### config.mk
export PLATFORM = sky130hd
export DESIGN_NAME = twao_muldiv
export DESIGN_NICKNAME = d
export VERILOG_FILES = /design/src/rtl/twao_pkg.sv /design/src/rtl/twao_muldiv.sv
export VERILOG_INCLUDE_DIRS = /design/src /design/src/rtl
export SDC_FILE = /design/constraint.sdc
export NUM_CORES = 1
export LEC_CHECK = 0
export BUFFER_PORTS_ARGS = -buffer_cell sky130_fd_sc_hd__buf_2
export CAP_MARGIN = 20
export CORE_MARGIN = 2
export CORE_UTILIZATION = 50
export CTS_BUF_LIST = sky130_fd_sc_hd__clkbuf_2
export CTS_CLUSTER_DIAMETER = 150
export DETAILED_ROUTE_END_ITERATION = 6
export MAX_ROUTING_LAYER = met4
export PLACE_DENSITY = 0.7
export SKIP_CTS_REPAIR_TIMING = 1
export SLEW_MARGIN = 30
export SYNTH_ARGS = -nofsm -noshare
export SYNTH_HDL_FRONTEND = slang
export SYNTH_SLANG_ARGS = --single-unit
### constraint.sdc
create_clock -name clk -period 13.45 [get_ports clk]
set_input_delay 0.6725 -clock clk [delete_from_list [all_inputs] [get_ports clk]]
set_output_delay 0.6725 -clock clk [all_outputs]
set_load 0.02 [all_outputs]
### src/rtl/tracking_wheel_arc_odometry_assert.svh
// Assertion helpers shared by the odometry RTL.
// Both macros sample on clk and are disabled while rst is high.
`ifndef TRACKING_WHEEL_ARC_ODOMETRY_ASSERT_SVH
`define TRACKING_WHEEL_ARC_ODOMETRY_ASSERT_SVH

// Same-cycle implication.
`define TWAO_ASSERT_IMP(label, ante, cons) \
  label: assert property (@(posedge clk) disable iff (rst) (ante) |-> (cons)) \
    else $error("same-cycle implication failed");

// Next-cycle implication.
`define TWAO_ASSERT_NEXT(label, ante, cons) \
  label: assert property (@(posedge clk) disable iff (rst) (ante) |=> (cons)) \
    else $error("next-cycle implication failed");

`endif

### src/rtl/twao_pkg.sv
`timescale 1ns / 1ps
package twao_pkg;

  localparam int CORDIC_STEPS_DEF = 24;

  // Register indexes on the configuration channel
  localparam logic [2:0] REG_PAR_OFF  = 3'd0;
  localparam logic [2:0] REG_PERP_OFF = 3'd1;
  localparam logic [2:0] REG_PAR_IPD  = 3'd2;
  localparam logic [2:0] REG_PERP_IPD = 3'd3;
  localparam logic [2:0] REG_IMU1_SC  = 3'd4;
  localparam logic [2:0] REG_IMU2_SC  = 3'd5;
  localparam logic [2:0] REG_MIRROR   = 3'd6;
  localparam logic [2:0] REG_HEAD_OFF = 3'd7;

  // Sample commands
  localparam logic CMD_UPDATE = 1'b0;
  localparam logic CMD_START  = 1'b1;

  // Fixed-point constants
  localparam logic signed [63:0] DEG2RAD_Q32  = 64'sd74961321;
  localparam logic signed [63:0] RAD_ROUND    = 64'sd2147483648;
  localparam logic signed [63:0] CNT_DIVISOR  = 64'sd100;
  localparam logic signed [63:0] CNT_ROUND    = 64'sd50;
  localparam logic signed [33:0] TWO_PI_Q29   = 34'sd3373259426;
  localparam logic signed [33:0] PI_Q29       = 34'sd1686629713;
  localparam logic signed [33:0] HALF_PI_Q29  = 34'sd843314857;
  localparam logic signed [33:0] CORDIC_GAIN  = 34'sd652032874;
  localparam logic signed [33:0] ONE_Q30      = 34'sd1073741824;
  localparam logic signed [48:0] DELTA_LIMIT  = 49'sd549755813887;

  // Request from the sequencer to the shared multiply/divide unit
  typedef struct packed {
    logic start;
    logic is_div;
  } md_req_t;

  // Arctangent of 2^-i in Q29
  function automatic logic signed [33:0] atan_q29(input logic [4:0] i);
    logic signed [33:0] v;
    case (i)
      5'd0:  v = 34'sd421657428;
      5'd1:  v = 34'sd248918915;
      5'd2:  v = 34'sd131521918;
      5'd3:  v = 34'sd66762579;
      5'd4:  v = 34'sd33510843;
      5'd5:  v = 34'sd16771758;
      5'd6:  v = 34'sd8387925;
      5'd7:  v = 34'sd4194219;
      5'd8:  v = 34'sd2097141;
      5'd9:  v = 34'sd1048575;
      5'd10: v = 34'sd524288;
      5'd11: v = 34'sd262144;
      5'd12: v = 34'sd131072;
      5'd13: v = 34'sd65536;
      5'd14: v = 34'sd32768;
      5'd15: v = 34'sd16384;
      5'd16: v = 34'sd8192;
      5'd17: v = 34'sd4096;
      5'd18: v = 34'sd2048;
      5'd19: v = 34'sd1024;
      5'd20: v = 34'sd512;
      5'd21: v = 34'sd256;
      5'd22: v = 34'sd128;
      5'd23: v = 34'sd64;
      5'd24: v = 34'sd32;
      5'd25: v = 34'sd16;
      5'd26: v = 34'sd8;
      5'd27: v = 34'sd4;
      5'd28: v = 34'sd2;
      5'd29: v = 34'sd1;
      5'd30: v = 34'sd1;
      default: v = 34'sd0;
    endcase
    return v;
  endfunction

  // Clamp a wide signed value to 32 bits
  function automatic logic signed [31:0] sat32(input logic signed [63:0] v);
    logic signed [31:0] r;
    if (v > 64'sd2147483647) r = 32'sh7fffffff;
    else if (v < -64'sd2147483648) r = 32'sh80000000;
    else r = v[31:0];
    return r;
  endfunction

endpackage

### src/rtl/twao_muldiv.sv
`timescale 1ns / 1ps
`include "tracking_wheel_arc_odometry_assert.svh"
// Shared sign-magnitude unit: shift-add multiply, one multiplier bit per
// cycle, or restoring divide, one quotient bit per cycle. Division truncates
// toward zero; remainder takes the dividend sign.
module twao_muldiv (
  input  logic                clk,
  input  logic                rst,
  input  twao_pkg::md_req_t   req,
  input  logic signed [63:0]  a,
  input  logic signed [63:0]  b,
  output logic                done,
  output logic signed [63:0]  res,
  output logic signed [63:0]  rem
);

  localparam logic [1:0] U_IDLE = 2'd0;
  localparam logic [1:0] U_RUN  = 2'd1;
  localparam logic [1:0] U_FIN  = 2'd2;

  logic [1:0]  ust;
  logic        is_div;
  logic [5:0]  cnt;
  logic [63:0] sh;
  logic [31:0] mb;
  logic [63:0] acc;
  logic [32:0] r;
  logic        neg_q;
  logic        neg_r;
  logic [63:0] a_mag;
  logic [63:0] b_mag;
  logic [32:0] r_try;
  logic        last;

  assign a_mag = a[63] ? 64'(-a) : 64'(a);
  assign b_mag = b[63] ? 64'(-b) : 64'(b);
  assign r_try = {r[31:0], sh[63]};
  assign last  = is_div ? (cnt == 6'd63) : (cnt == 6'd31);

  always_ff @(posedge clk) begin
    if (rst) begin
      ust  <= U_IDLE;
      done <= 1'b0;
    end else begin
      done <= 1'b0;
      case (ust)
        U_IDLE: begin
          // load magnitudes and signs
          if (req.start) begin
            is_div <= req.is_div;
            sh     <= a_mag;
            mb     <= b_mag[31:0];
            acc    <= 64'd0;
            r      <= 33'd0;
            cnt    <= 6'd0;
            neg_q  <= a[63] ^ b[63];
            neg_r  <= a[63];
            ust    <= U_RUN;
          end
        end
        U_RUN: begin
          if (is_div) begin
            // shift one dividend bit in, try to subtract
            if (r_try >= {1'b0, mb}) begin
              r  <= r_try - {1'b0, mb};
              sh <= {sh[62:0], 1'b1};
            end else begin
              r  <= r_try;
              sh <= {sh[62:0], 1'b0};
            end
          end else begin
            // add shifted multiplicand for each set multiplier bit
            if (mb[0]) acc <= acc + sh;
            sh <= {sh[62:0], 1'b0};
            mb <= {1'b0, mb[31:1]};
          end
          cnt <= cnt + 6'd1;
          if (last) ust <= U_FIN;
        end
        U_FIN: begin
          // apply signs
          if (is_div) res <= neg_q ? -$signed(sh) : $signed(sh);
          else res <= neg_q ? -$signed(acc) : $signed(acc);
          rem  <= neg_r ? -$signed({31'd0, r}) : $signed({31'd0, r});
          done <= 1'b1;
          ust  <= U_IDLE;
        end
        default: ust <= U_IDLE;
      endcase
    end
  end

  `TWAO_ASSERT_NEXT(a_done_pulse, done, !done)
  `TWAO_ASSERT_NEXT(a_fin_done, ust == U_FIN, done)
  `TWAO_ASSERT_NEXT(a_start_runs, req.start && ust == U_IDLE, ust == U_RUN)

endmodule

== Yosys cells after proc, flatten, opt, wreduce, memory -nomap -nowiden ==
Index checks and enable logic that the tools add are counted.

* Input port bits: 132
* Logic and storage cells: 70
* Flip-flop bits (word level): 333
* Output and inout bits: 129

* Mux-type cells: 28
* Reductions and logical operators: 9
* Equality and inequality tests: 9
* Bitwise operators: 2
* Add/sub/neg operators: 8
* Order comparisons: 1

{| class="wikitable"
|+ Operators by type and width
! operator !! count
|-
| 2-to-1 mux 64 bit || 8
|-
| case mux 64 bit (2 select lines) || 2
|-
| negation 64 bit || 3
|-
| 2-to-1 mux 33 bit || 4
|-
| 2-to-1 mux 32 bit || 3
|-
| case mux 33 bit (2 select lines) || 1
|-
| adder 64 bit || 1
|-
| negation 33 -> 64 bit || 1
|-
| case mux 32 bit (2 select lines) || 1
|-
| >= comparator 33 x 32 -> 1 bit || 1
|-
| subtractor 33 x 32 -> 33 bit || 1
|-
| negation 32 bit || 1
|-
| case mux 6 bit (2 select lines) || 1
|-
| inequality test 2 bit (second input constant) || 5
|-
| AND reduction 4 bit || 2
|-
| adder 6 x 1 -> 6 bit (second input constant) || 1
|-
| equality test 6 x 5 -> 1 bit (second input constant) || 1
|-
| equality test 6 bit (second input constant) || 1
|-
| 2-to-1 mux 6 bit || 1
|-
| AND reduction 3 bit || 2
|-
| AND reduction 5 bit || 1
|-
| 2-to-1 mux 1 bit || 4
|-
| 2-to-1 mux 2 bit || 2
|-
| case mux 2 bit (2 select lines) || 1
|-
| other kinds (7) || 8
|}

== Longest topological paths before layout ==
* Depth in word-level cells: 4
* Depth in mapped cells: 15
* Depth with buffers taken out: 13

== Worst setup path before layout ==
No wires, ideal clock.

* Path kind: input to register
* From: input rst
* To: register rem[0], enable pin
* Arrival time: 9.880 ns
* Path buffers: 0
* Slack: 2.771 ns
* Stages on the path: 1
* Library setup time: 0.798 ns
* Required time: 12.652 ns
* Cell sequence: nor3b_1

* Longest elaborated chain between the ends: 2

{| class="wikitable"
|+ Ends and longest elaborated chain
! what !! RTL line !! text
|-
| start, declared || twao_muldiv.sv:8 || <nowiki>input logic rst,</nowiki>
|-
| inverter 1 bit (no source line) || -- ||
|-
| AND reduction 2 bit (no source line) || -- ||
|-
| end signal, assigned || twao_muldiv.sv:84 || <nowiki>rem <= neg_r ? -$signed({31'd0, r}) : $signed({31'd0, r});</nowiki>
|-
| end, declared || twao_muldiv.sv:14 || <nowiki>output logic signed [63:0] rem</nowiki>
|}

No other way between the ends.
A chain may end at the register's enable or synchronous reset.

== Worst setup path after layout ==
* From: register sh[0]
* To: register acc[62] (data pin)

* Longest elaborated chain between the ends: 4

{| class="wikitable"
|+ Ends and longest elaborated chain
! what !! RTL line !! text
|-
| start, declared || twao_muldiv.sv:24 || <nowiki>logic [63:0] sh;</nowiki>
|-
| start signal, assigned || twao_muldiv.sv:51 || <nowiki>sh <= a_mag;</nowiki>
|-
| start signal, assigned || twao_muldiv.sv:66 || <nowiki>sh <= {sh[62:0], 1'b1};</nowiki>
|-
| start signal, assigned || twao_muldiv.sv:69 || <nowiki>sh <= {sh[62:0], 1'b0};</nowiki>
|-
| adder 64 bit || twao_muldiv.sv:73 || <nowiki>if (mb[0]) acc <= acc + sh;</nowiki>
|-
| 2-to-1 mux 64 bit || twao_muldiv.sv:73 ||
|-
| 2-to-1 mux 64 bit || twao_muldiv.sv:62 || <nowiki>if (is_div) begin</nowiki>
|-
| case mux 64 bit (2 select lines) || twao_muldiv.sv:46 || <nowiki>case (ust)</nowiki>
|-
| end signal, assigned || twao_muldiv.sv:73 ||
|-
| end, declared || twao_muldiv.sv:26 || <nowiki>logic [63:0] acc;</nowiki>
|}

No other way between the ends. The select of a mux whose other input is x is not followed.

==> flow_metrics.py <==
metrics = {
    "global_routing": {
        "grt.total_usage_pct": 27.05,
        "grt_max_degree": 190,
        "antenna_found_initial": 1,
        "grt_pass1_vias": 19210,
        "grt_pass1_wl_um": 103800,
        "grt_remaining_overflow": 0,
    },
    "synthesis": {
        "synth.avg_cell_area_um2": 9.401,
        "syn_area_um2": 23600,
        "netlist.area_leader.share_pct": 41.99,
        "ys_warn_count": 0,
        "synth-seq-cells": 333,
        "yosys.cell_count.top_type": "edfxtp_1",
        "synthFlopType": "edfxtp_1",
        "synth_top_area_cell": "edfxtp_1",
        "synth_cells": 2510,
        "synthTopCellsByCount": "edfxtp_1, nand2_1, o21ai_0",
        "synth-edff-count": 330,
        "async_reset_ff_share_pct": 0,
        "synth_fp_nets": 2745,
        "synth_cell_types": 76,
        "yosys-top-cells-area": "edfxtp_1, xor2_1, o21ai_0",
        "yosysSeqAreaShare_pct": 42.25,
    },
    "setup_path": {
        "crit_type": "register to register",
        "reg2reg_slack_ps": 8530,
        "arrival_ps": 5750,
        "timing.rr.start": "sh[0]$_DFFE_PP_",
        "critical_path.max_fanout": 5,
        "timing.rr.end": "acc[62]$_SDFFCE_PN0P_",
        "reg2regPathDepth": 12,
        "startpoint_type": "register",
        "endpoint_kind": "register",
        "worst_ep_required_time_ps": 14280,
    },
    "placement": {
        "io_buffers": 229,
        "gp_congestion": 0.9683,
        "hpwl_um": 48620,
        "dpl.cell_count": 3244,
    },
    "floorplan": {
        "ios": 261,
        "dieHeight_um": 221.2,
        "dieArea_um2": 48950,
        "initial_core_util_pct": 50.69,
        "die_x_um": 221.2,
        "rows": 79,
        "core-area_um2": 46560,
    },
    "timing": {
        "slew_headroom_pct": 39.03,
        "drv_slew": 0,
        "finalHoldViolations": 0,
        "rsz0062_at_grt": "no",
        "setup_viol": 0,
        "tightest_slew_ps": 902.7,
        "fmax_mhz": 203.1,
        "finalSetupTns_ps": 0,
        "timing.final.crit_period_ps": 4923,
        "min_period_over_period_pct": 36.60,
        "hold_ws_ps": 19.22,
        "fin_skew_ps": 108.3,
    },
    "pwr": {
        "p_switching_w": 0.0009667,
        "power_density_nw_per_um2": 104.2,
        "switching_share_pct": 34.94,
        "clockPowerShare_pct": 27.0,
        "peakVddDrop_mv": 0.06028,
        "intPower_w": 0.001800,
        "power_frac_seq_pct": 47.0,
        "comb_power_share_pct": 26.0,
        "p_leak_nw": 10.17,
    },
    "routing": {
        "drc": 0,
        "vias_per_cell": 5.918,
        "drt.antenna.violating_nets": 0,
        "dr_total_vias": 20400,
        "wl_per_cell_um": 19.30,
        "first_pass_iters": 5,
        "postRouteWirelength_um": 66500,
        "drtIter0Drc": 1815,
    },
    "worst_hold_path": {
        "hp-class": "input pin to register",
        "min_path_cells": 3,
        "worstHoldEndpoint": "mb[14]$_DFFE_PP_",
        "hp-start": "b[14]",
    },
    "outcome": {
        "status": "finished clean",
    },
    "finish": {
        "fin_cells": 3446,
        "drive_gt1_share_pct": 15.15,
        "syn_to_final_growth_pct": 12.47,
        "nets": 3004,
    },
    "clocking": {
        "root_buffer": "clkbuf_2",
        "cts_buffer_depth": 3,
        "numCtsBuffers": 89,
        "h-tree-depth": 3,
        "cts_tree": "yes",
        "clk_latency_ps": 1110,
        "clock-sinks": 333,
        "clkTransAtPathRegs_ps": 110,
    },
    "run": {
        "drv_cap": 0,
    },
}
-- cell type report --
cell class | instances | area [um^2]
tap | 607 | 759.5
clock inverter | 41 | 239.0
antenna | 1 | 2.502
inverter | 72 | 270.3
fill | 4100 | 20020
timing repair buffer | 288 | 1733
multi-input combinational | 1985 | 12970
clock buffer | 119 | 595.6
sequential | 333 | 9970
-- cells by family after synthesis --
logic type	count (synthesis)	share of synthesized area (%)
buffers and inverters	192	3.075
and+or+nand+nor	790	15.98
DFF	333	42.25
AOI/OAI and AO/OA	720	19.10
xor gates and xnor gates	332	12.32
muxes	40	1.750
adders and majority gates	103	5.525
-- worst max-delay path by stage --
stage                            endpoint  slack (ps)            start
floorplan                rem[0]$_DFFE_PP_        2770              rst
global placement    acc[62]$_SDFFCE_PN0P_        8680  sh[0]$_DFFE_PP_
detailed placement  acc[62]$_SDFFCE_PN0P_        8650  sh[0]$_DFFE_PP_
CTS                 acc[62]$_SDFFCE_PN0P_        8630  sh[0]$_DFFE_PP_
global route        acc[62]$_SDFFCE_PN0P_        8250  sh[0]$_DFFE_PP_
finish              acc[62]$_SDFFCE_PN0P_        8530  sh[0]$_DFFE_PP_
-- power groups by stage --
| stage | sequential [W] | clock [W] | combinational [W] |
|---|---|---|---|
| CTS | 0.00130 | 0.000770 | 0.000700 |
| floorplan | 0.00129 | 0 | 0.000530 |
| global route | 0.00131 | 0.000820 | 0.000800 |
| detailed placement | 0.00132 | 0 | 0.000694 |
| global placement | 0.00132 | 0 | 0.000683 |
| finish | 0.00130 | 0.000747 | 0.000720 |
-- sequential cells by signal, summed over array words and instances (netlist names) --
name and flops:
acc 64, rem 64, res 64, sh 64, r 33, mb 32, cnt 6, ust 2
done 1, is_div 1, neg_q 1, neg_r 1
-- metrics by stage --
step / cell area (um^2) / total power [W] / setup slack, ps / util (%)
floorplan: 23600 / 0.001821 / 2771 / -
global placement: 25240 / 0.002001 / 8677 / 54.22
detailed placement: 25260 / 0.002015 / 8646 / 54.26
CTS: 26090 / 0.002767 / 8628 / 56.05
global route: 26540 / 0.002926 / 8247 / 57.01
finish: 26540 / 0.002767 / 8527 / 57.01
-- layer usage --
layer  part of all wire [%]  vias up  global-route usage (%)
met5                      0        -                       -
met4                    2.4        0                   9.115
met3                    6.7      118                   4.130
met2                     46      738                   41.23
met1                     45     9734                   36.93
li1                       -     9805                       -
-- layout by cell type, fill, tap and decap left out, types with 14 or more instances in the layout --
| master | count |
|---|---|
| ha_1 | 101 |
| a21o_1 | 46 |
| inv_1 | 71 |
| o21ai_0 | 260 |
| dlygate4sd3_1 | 40 |
| mux2i_1 | 39 |
| o21a_1 | 14 |
| a21boi_0 | 38 |
| nor3_1 | 38 |
| xnor2_1 | 145 |
| clkinv_1 | 23 |
| nand2_1 | 285 |
| or4_1 | 34 |
| buf_4 | 15 |
| nand2b_1 | 22 |
| a21oi_1 | 150 |
| xor2_1 | 187 |
| o31ai_1 | 75 |
| nor2_1 | 203 |
| edfxtp_1 | 330 |
| nand3_1 | 42 |
| a31oi_1 | 14 |
| o41ai_1 | 37 |
| and2_1 | 14 |
| or3_1 | 40 |
| buf_2 | 229 |
| clkbuf_2 | 119 |
| nand4_1 | 33 |
-- critical path: stages (launching register included) --
cell and delay, ps:
edfxtp_1 480, ha_1 280, fa_1 410, a21o_1 220, a311oi_1 360, o21ai_0 200, a311oi_1 580, o21ai_0 380
a211oi_1 690, o22ai_1 340, o31ai_1 410, mux2i_1 220, o21ai_0 90
(Power assumes the default switching activity.)
